===== src/sv/sdsm_pkg.sv =====
// Shared types and constants for the force/torque dead-stream monitor.
// No dependencies; imported by every module of the block.
`default_nettype none

package sdsm_pkg;

   localparam int NUM_AXES    = 6;   // fx, fy, fz, tx, ty, tz
   localparam int FORCE_AXES  = 3;   // axes 0..2 are force, 3..5 torque
   localparam int AXIS_W      = 32;
   localparam int ABS_W       = 32;  // |a - b| of two 32-bit signed values
   localparam int SUM_W       = 34;  // sum of three ABS_W values
   localparam int THRESH_W    = 40;
   localparam int WEIGHT_W    = 8;
   localparam int LIMIT_W     = 8;
   localparam int PROD_W      = SUM_W + WEIGHT_W;
   localparam int SCORE_W     = 43;
   localparam int COUNT_W     = 8;
   localparam int CSR_IDX_W   = 2;
   localparam int CSR_DATA_W  = 40;

   localparam logic [THRESH_W-1:0] THRESH_RESET = THRESH_W'(10000);
   localparam logic [WEIGHT_W-1:0] WEIGHT_RESET = WEIGHT_W'(10);
   localparam logic [LIMIT_W-1:0]  LIMIT_RESET  = LIMIT_W'(10);
   localparam logic [COUNT_W-1:0]  COUNT_MAX    = '1;

   typedef logic [NUM_AXES-1:0][AXIS_W-1:0] sample_type;
   typedef logic [NUM_AXES-1:0][ABS_W-1:0]  absdiff_type;

   // Configuration register indexes
   typedef enum logic [CSR_IDX_W-1:0] {
      CSR_THRESHOLD = 2'd0,
      CSR_WEIGHT    = 2'd1,
      CSR_LIMIT     = 2'd2
   } csr_index_type;

   // Pipeline control handed to each stage
   typedef struct packed {
      logic load;     // stage captures new data this cycle
      logic valid;    // data presented to the stage is a real word
   } stage_ctl_type;

endpackage

`default_nettype wire


===== src/sv/sdsm_lane.sv =====
// One axis lane: holds the previous value of its axis and registers |cur - prev|.
// Depends on sdsm_pkg.
`default_nettype none

module sdsm_lane
   import sdsm_pkg::*;
(
   input  wire logic              clock,
   input  wire logic              reset,
   input  wire stage_ctl_type     ctl,
   input  wire logic [AXIS_W-1:0] cur,
   output logic      [ABS_W-1:0]  absdiff_ff
);

   logic [AXIS_W-1:0] prev_ff;
   logic [AXIS_W-1:0] prev_in;
   logic [AXIS_W:0]   diff;
   logic [AXIS_W:0]   diff_mag;
   logic [ABS_W-1:0]  absdiff_in;

   // 33-bit signed difference, then magnitude (fits in 32 bits unsigned)
   always_comb begin
      diff       = {cur[AXIS_W-1], cur} - {prev_ff[AXIS_W-1], prev_ff};
      diff_mag   = diff[AXIS_W] ? (~diff + 1'b1) : diff;
      absdiff_in = diff_mag[ABS_W-1:0];
      prev_in    = (ctl.load && ctl.valid) ? cur : prev_ff;
   end

   // previous sample: cleared by reset, replaced on every accepted word
   always_ff @(posedge clock) begin
      if (reset) begin
         prev_ff <= '0;
      end else begin
         prev_ff <= prev_in;
      end
   end

   always_ff @(posedge clock) begin
      if (ctl.load && ctl.valid) begin
         absdiff_ff <= absdiff_in;
      end
   end

endmodule

`default_nettype wire


===== src/sv/sdsm_merge.sv =====
// Merge stage: sums force lanes, sums torque lanes and applies the torque weight.
// Depends on sdsm_pkg.
`default_nettype none

module sdsm_merge
   import sdsm_pkg::*;
(
   input  wire logic                clock,
   input  wire stage_ctl_type       ctl,
   input  wire absdiff_type         absdiff,
   input  wire logic [WEIGHT_W-1:0] torque_weight,
   input  wire sample_type          sample,
   output logic      [SUM_W-1:0]    fsum_ff,
   output logic      [PROD_W-1:0]   tprod_ff,
   output sample_type               sample_ff
);

   logic [SUM_W-1:0]  fsum_in;
   logic [SUM_W-1:0]  tsum;
   logic [PROD_W-1:0] tprod_in;

   always_comb begin
      fsum_in = SUM_W'(absdiff[0]) + SUM_W'(absdiff[1]) + SUM_W'(absdiff[2]);
      tsum    = SUM_W'(absdiff[FORCE_AXES]) + SUM_W'(absdiff[FORCE_AXES+1])
              + SUM_W'(absdiff[FORCE_AXES+2]);
      // 34 x 8 multiply, registered before the final add
      tprod_in = PROD_W'(tsum) * PROD_W'(torque_weight);
   end

   always_ff @(posedge clock) begin
      if (ctl.load && ctl.valid) begin
         fsum_ff   <= fsum_in;
         tprod_ff  <= tprod_in;
         sample_ff <= sample;
      end
   end

endmodule

`default_nettype wire


===== src/sv/sensor_dead_stream_monitor.sv =====
// Structure: 3 register stages (lanes, merge, score/counter); an accepted word passes
// through the lane, merge and output registers before it can be taken from the result port.
// Throughput: one word per cycle; the pipeline holds only while a result waits on rsp_ready.
// Reset (synchronous): clears pipeline valids, held previous sample, stall counter,
// and restores threshold 10000, torque weight 10, stall limit 10.
// Depends on sdsm_pkg, sdsm_lane, sdsm_merge.
`default_nettype none

module sensor_dead_stream_monitor
   import sdsm_pkg::*;
(
   input  wire logic                  clock,
   input  wire logic                  reset,
   // input words
   input  wire logic                  req_valid,
   output logic                       req_ready,
   input  wire logic signed [31:0]    req_force_x,
   input  wire logic signed [31:0]    req_force_y,
   input  wire logic signed [31:0]    req_force_z,
   input  wire logic signed [31:0]    req_torque_x,
   input  wire logic signed [31:0]    req_torque_y,
   input  wire logic signed [31:0]    req_torque_z,
   // result words
   output logic                       rsp_valid,
   input  wire logic                  rsp_ready,
   output logic signed [31:0]         rsp_out_force_x,
   output logic signed [31:0]         rsp_out_force_y,
   output logic signed [31:0]         rsp_out_force_z,
   output logic signed [31:0]         rsp_out_torque_x,
   output logic signed [31:0]         rsp_out_torque_y,
   output logic signed [31:0]         rsp_out_torque_z,
   output logic [SCORE_W-1:0]         rsp_change_score,
   output logic [COUNT_W-1:0]         rsp_stall_count,
   output logic                       rsp_status,
   // configuration writes
   input  wire logic                  csr_valid,
   output logic                       csr_ready,
   input  wire logic [CSR_IDX_W-1:0]  csr_index,
   input  wire logic [CSR_DATA_W-1:0] csr_wdata
);

   logic                advance;
   logic                s1_valid_ff, s1_valid_in;
   logic                s2_valid_ff, s2_valid_in;
   logic                out_valid_ff, out_valid_in;
   stage_ctl_type       lane_ctl, merge_ctl, out_ctl;
   sample_type          req_sample;
   sample_type          s1_sample_ff;
   sample_type          s2_sample;
   absdiff_type         s1_absdiff;
   logic [SUM_W-1:0]    s2_fsum;
   logic [PROD_W-1:0]   s2_tprod;

   logic [THRESH_W-1:0] thresh_ff, thresh_in;
   logic [WEIGHT_W-1:0] weight_ff, weight_in;
   logic [LIMIT_W-1:0]  limit_ff,  limit_in;

   logic [SCORE_W-1:0]  score_in, score_ff;
   logic [COUNT_W-1:0]  count_in, count_ff;
   logic                status_in, status_ff;
   logic                live;
   sample_type          out_sample_ff;

   // whole pipeline moves when the output register is free or being drained
   assign advance   = !out_valid_ff || rsp_ready;
   assign req_ready = advance;
   assign csr_ready = 1'b1;

   assign req_sample = {req_torque_z, req_torque_y, req_torque_x,
                        req_force_z, req_force_y, req_force_x};

   assign lane_ctl  = '{load: advance, valid: req_valid};
   assign merge_ctl = '{load: advance, valid: s1_valid_ff};
   assign out_ctl   = '{load: advance, valid: s2_valid_ff};

   always_comb begin
      s1_valid_in  = advance ? req_valid    : s1_valid_ff;
      s2_valid_in  = advance ? s1_valid_ff  : s2_valid_ff;
      out_valid_in = advance ? s2_valid_ff  : out_valid_ff;
   end

   always_ff @(posedge clock) begin
      if (reset) begin
         s1_valid_ff  <= 1'b0;
         s2_valid_ff  <= 1'b0;
         out_valid_ff <= 1'b0;
      end else begin
         s1_valid_ff  <= s1_valid_in;
         s2_valid_ff  <= s2_valid_in;
         out_valid_ff <= out_valid_in;
      end
   end

   // configuration register decode
   always_comb begin
      thresh_in = thresh_ff;
      weight_in = weight_ff;
      limit_in  = limit_ff;
      if (csr_valid) begin
         unique case (csr_index)
            CSR_THRESHOLD: thresh_in = csr_wdata[THRESH_W-1:0];
            CSR_WEIGHT:    weight_in = csr_wdata[WEIGHT_W-1:0];
            CSR_LIMIT:     limit_in  = csr_wdata[LIMIT_W-1:0];
            default:       ;
         endcase
      end
   end

   always_ff @(posedge clock) begin
      if (reset) begin
         thresh_ff <= THRESH_RESET;
         weight_ff <= WEIGHT_RESET;
         limit_ff  <= LIMIT_RESET;
      end else begin
         thresh_ff <= thresh_in;
         weight_ff <= weight_in;
         limit_ff  <= limit_in;
      end
   end

   // stage 1: one difference lane per axis
   for (genvar g = 0; g < NUM_AXES; g++) begin : g_lane
      sdsm_lane u_lane (
         .clock      (clock),
         .reset      (reset),
         .ctl        (lane_ctl),
         .cur        (req_sample[g]),
         .absdiff_ff (s1_absdiff[g])
      );
   end

   always_ff @(posedge clock) begin
      if (lane_ctl.load && lane_ctl.valid) begin
         s1_sample_ff <= req_sample;
      end
   end

   // stage 2: merge lanes
   sdsm_merge u_merge (
      .clock         (clock),
      .ctl           (merge_ctl),
      .absdiff       (s1_absdiff),
      .torque_weight (weight_ff),
      .sample        (s1_sample_ff),
      .fsum_ff       (s2_fsum),
      .tprod_ff      (s2_tprod),
      .sample_ff     (s2_sample)
   );

   // stage 3: final score, live test, stall counter update
   always_comb begin
      score_in  = SCORE_W'(s2_fsum) + SCORE_W'(s2_tprod);
      live      = score_in > SCORE_W'(thresh_ff);
      count_in  = count_ff;
      status_in = 1'b0;
      if (live) begin
         count_in = '0;
      end else begin
         count_in  = (count_ff == COUNT_MAX) ? count_ff : count_ff + 1'b1;
         status_in = count_in >= limit_ff;
      end
   end

   // stall counter is state and doubles as the output field
   always_ff @(posedge clock) begin
      if (reset) begin
         count_ff <= '0;
      end else if (out_ctl.load && out_ctl.valid) begin
         count_ff <= count_in;
      end
   end

   always_ff @(posedge clock) begin
      if (out_ctl.load && out_ctl.valid) begin
         score_ff      <= score_in;
         status_ff     <= status_in;
         out_sample_ff <= s2_sample;
      end
   end

   assign rsp_valid        = out_valid_ff;
   assign rsp_out_force_x  = out_sample_ff[0];
   assign rsp_out_force_y  = out_sample_ff[1];
   assign rsp_out_force_z  = out_sample_ff[2];
   assign rsp_out_torque_x = out_sample_ff[3];
   assign rsp_out_torque_y = out_sample_ff[4];
   assign rsp_out_torque_z = out_sample_ff[5];
   assign rsp_change_score = score_ff;
   assign rsp_stall_count  = count_ff;
   assign rsp_status       = status_ff;

endmodule

`default_nettype wire


===== config.mk =====
export PLATFORM = sky130hd
export DESIGN_NAME = sensor_dead_stream_monitor
export DESIGN_NICKNAME = d
export VERILOG_FILES = /design/src/sv/sdsm_pkg.sv /design/src/sv/sdsm_lane.sv /design/src/sv/sdsm_merge.sv /design/src/sv/sensor_dead_stream_monitor.sv
export SDC_FILE = /design/constraint.sdc
export NUM_CORES = 2
export LEC_CHECK = 0
export ABC_CLOCK_PERIOD_IN_PS = 17100
export BUFFER_PORTS_ARGS = -buffer_cell sky130_fd_sc_hd__buf_2
export CAP_MARGIN = 5
export CORE_UTILIZATION = 50
export CTS_CLUSTER_DIAMETER = 60
export DETAILED_ROUTE_END_ITERATION = 8
export GPL_TIMING_DRIVEN = 0
export PLACE_DENSITY = 0.77
export SLEW_MARGIN = 20
export SYNTH_ARGS = -nofsm -noshare
export SYNTH_HDL_FRONTEND = slang
export SYNTH_SLANG_ARGS = --single-unit

===== constraint.sdc =====
create_clock -name clock -period 17.1 [get_ports clock]
set_clock_uncertainty 0.05 [all_clocks]
set_input_delay 2.565 -clock clock [delete_from_list [all_inputs] [get_ports clock]]
set_output_delay 2.565 -clock clock [all_outputs]
set_load 0.05 [all_outputs]

==> run_results.csv <==
group,metric,value,unit
setup_path,critPathMaxStageDelay,0.93,ns
clocking,cts.sinks,1147,
die,fp.dieArea,138000,µm²
global_routing,first_global_vias,48785,
synth,synthesis.instances,6528,
clocking,cts_inserted_buffers,134,
layout,fin_nets,8077,
place,io_buffers,484,
setup_path,critical-path-slowest-cell,"a2111oi_0",
layout,utilization,0.575,
layout,layout-drive-gt1-share,0.112,
synth,synth-seq-cells,1147,
drt,vias,50335,
outcome,status,"complete, no violations",
synth,post_synthesis_mux_area_share,0.00453,
setup_path,r2r-end,"u_merge.tprod_ff[40]",
setup_path,timing.reg2reg.setup_slack,6.29,ns
sta,maxSlewHeadroom,0.194,
synth,synth.avg_cell_area,10.4,µm²
drt,route.antenna.remaining_nets,0,
clocking,worstSkewPairLatency,0.79,ns
place,finalWeightedCongestion,0.946,
clocking,cts_root_buffer,"clkbuf_16",
global_routing,grt_usage,0.248,
clocking,ctsHoldBuffers,0,
global_routing,initial_antenna_violation_count,20,
drt,first_pass_iters,6,
sta,finalCriticalPeriod,10.81,ns
clocking,maximum_clock_path_buffer_count,3,
sta,pins_over_slew_limit,0,
setup_path,regToRegStartpoint,"g_lane[3].u_lane.absdiff_ff[1]",
synth,synthesis.area,68200,µm²
setup_path,worst-endpoint-required,17.55,ns
global_routing,grt_start_max_net_pins,93,
clocking,cts.repair.resized,0,
drt,routed_wl,174000,µm
synth,yosys.area_share.adder,0.146,
drt,detail_route.vias_per_cell,5.55,
drt,route.detailed.drc,0,
sta,hold_slack,0.361,ns
sta,maxClockFrequency,92.5,MHz
drt,avgRoutedWirePerCell,19.1,µm
setup_path,reg2reg_depth,37,
sta,final-setup-viol-count,0,
setup_path,crit_fanout,8,
layout,final.fill_count,11359,
synth,post_synth_xor_area_fraction,0.0663,
global_routing,congestion_overflow_gr,0,
die,fp.coreArea,135000,µm²
synth,main_combinational_cell_family_by_area_after_synthesis,"adder cells",
layout,footprint_of_the_multi_input_gates,33400,µm²
clocking,postCtsSetupBuffers,0,
sta,timing.final.hold_violations,0,
clocking,worst_setup_hold_path_clk_slew,0.06,ns
die,floorplan.initialDensity,0.504,
synth,synth-compound-area-share,0.142,
synth,synth_simple_gate_area_frac,0.132,
drt,first_iter_violations,3647,
sta,timing.final.crit_share,0.632,
setup_path,cp.arrival,11.26,ns
synth,yosysUniqueCellTypes,109,
job,max_cap_violations,0,
die,die_w,371,µm
setup_path,worstSetupStartpoint,"g_lane[3].u_lane.absdiff_ff[1]",
sta,rsz0062_at_grt,"no",
die,die_y,371,µm
layout,area_delta_synth_final,14.2,%
clocking,cts_htree_levels,4,
synth,yosysSeqAreaShare,0.467,
sta,tightest_slew,1.20,ns
synth,synthesis.nets,7441,
setup_path,critical_path.endpoint_type,"register",
synth,synth_top_flop_cell,"edfxtp_1",
min_path,timing.hold.worst.class,"register to register",
sta,totalNegativeSetupSlack,0,ns
layout,seqCellArea,31900,µm²
die,core.rowCount,135,
place,dp_hpwl,134000,µm
synth,synth_enable_flop_cells,888,
die,io_pins,486,
synth,yosysWarningCount,0,
setup_path,cp-start-kind,"register",
clocking,tritoncts,"done",
setup_path,timing.setup.critical_path_class,"register to register",
setup_path,setup.worst_path.end,"u_merge.tprod_ff[40]",
global_routing,wire_length_of_the_first_global_routing_pass,267000,µm
synth,synth_async_sr_flop_share,0,
==> flip-flops by register name, indices dropped and copies added, names as in the netlist, 34 cells and up <==
signal,count
g_lane.u_lane.absdiff_ff,192
g_lane.u_lane.prev_ff,192
rsp_change_score,43
s1_sample_ff,192
thresh_ff,40
u_merge.fsum_ff,34
u_merge.sample_ff,192
u_merge.tprod_ff,42
==> cell type report <==
class | instances | share of cell area
sequential | 1147 | 0.409
antenna | 10 | 0.000321
timing repair buffer | 500 | 0.0362
inverter | 558 | 0.0270
clock inverter | 67 | 0.0113
multi-input combinational | 4627 | 0.430
tap | 1781 | 0.0286
buffer | 196 | 0.0100
clock buffer | 181 | 0.0476
==> critical path: cells and delay by family (launching register included) <==
family,cells,cell delay [ns]
adder cells (fa/ha/maj),7,3.02
flip-flops,1,0.46
XOR/XNOR,2,0.41
multiplexers,1,0.22
AO/OA/AOI/OAI,16,4.27
buffers and inverters,3,0.30
AND/OR/NAND/NOR,8,1.80
==> per-layer routing <==
metal	global-route usage	up-vias	share of wire
li1	-	24340	-
met1	0.316	24182	0.42
met2	0.424	1484	0.48
met3	0.0379	315	0.059
met4	0.0967	14	0.037
met5	0	-	0.00046
==> logic make-up (layout without fill, tap and decap cells) <==
family | count (synthesis) | after routing
and+or+nand+nor | 1868 | 1868
muxes | 30 | 30
AOI/OAI and AO/OA | 1539 | 1539
adders and majority gates | 674 | 674
buffers and inverters | 754 | 1502
other | 1 | 11
DFF | 1147 | 1147
xor gates and xnor gates | 515 | 515
==> cells in the mapped netlist (11+ instances only) <==
cell type	count	area share
a21oi_1	619	0.045
a211oi_1	48	0.0053
nor3b_1	15	0.0017
inv_1	558	0.031
dfxtp_1	259	0.076
a21o_1	194	0.021
a31oi_1	73	0.0067
nand4_1	55	0.0050
nor2b_1	61	0.0056
fa_1	203	0.060
o21ai_0	212	0.016
nand3_1	96	0.0070
nand2b_1	83	0.0076
nand3b_1	13	0.0014
nor3_1	65	0.0048
edfxtp_1	888	0.39
clkbuf_1	172	0.0095
xor2_1	183	0.024
and2_1	226	0.021
and3_1	43	0.0039
a211o_1	19	0.0024
ha_1	471	0.086
xnor2_1	331	0.043
nor2_1	308	0.017
o31ai_1	24	0.0026
nand2_1	768	0.042
mux2i_1	23	0.0034
o211ai_1	25	0.0028
buf_2	14	0.0010
o21ai_1	28	0.0021
nor4_1	21	0.0019
o21a_1	68	0.0075
o21bai_1	51	0.0056
or2_2	21	0.0019
a22o_1	11	0.0014
or3_1	28	0.0026
==> stage by stage <==
| stage | area [µm²] | setup slack [ns] | instances |
|---|---|---|---|
| floorplan | 68200 | 2.32 | 6528 |
| global placement | 72800 | -2.50 | 8793 |
| detailed placement | 73200 | 6.49 | 8809 |
| CTS | 77800 | 6.41 | 9057 |
| global route | 77800 | 5.83 | 9064 |
| finish | 77800 | 6.29 | 9067 |
==> cells in the final DEF, fill, tap and decap left out, types with 21 or more instances in the layout <==
cell type,Yosys,layout
fa_1,203,203
o21ai_0,212,212
or3_1,28,28
buf_2,14,498
a21o_1,194,194
a21oi_1,619,619
and3_1,43,43
nand3_1,96,96
nor2_1,308,308
or2_2,21,21
o31ai_1,24,24
nand2b_1,83,83
edfxtp_1,888,888
a211oi_1,48,48
xor2_1,183,183
inv_1,558,557
ha_1,471,471
mux2i_1,23,23
o211ai_1,25,25
nor3_1,65,65
clkbuf_16,0,137
o21a_1,68,68
xnor2_1,331,331
a31oi_1,73,73
and2_1,226,225
o21ai_1,28,28
nor2b_1,61,61
nand2_1,768,768
o21bai_1,51,51
nand4_1,55,55
dfxtp_1,259,259
clkbuf_1,172,193
nor4_1,21,21
==> worst min-delay path by stage <==
| stage | start | endpoint | cells past startpoint |
|---|---|---|---|
| 6_report | u_merge.sample_ff[110] | rsp_out_torque_x[14] | 0 |
| 4_1_cts | s1_sample_ff[5] | u_merge.sample_ff[5] | 0 |
| 3_3_place_gp | s1_sample_ff[179] | u_merge.sample_ff[179] | 0 |
| 2_1_floorplan | u_merge.sample_ff[0] | rsp_out_force_x[0] | 0 |
| 5_1_grt | s1_sample_ff[111] | u_merge.sample_ff[111] | 0 |
| 3_5_place_dp | u_merge.sample_ff[0] | rsp_out_force_x[0] | 0 |
Power is not shown: default switching activity piles up to over one toggle a cycle in this logic, so the estimate is an artifact.
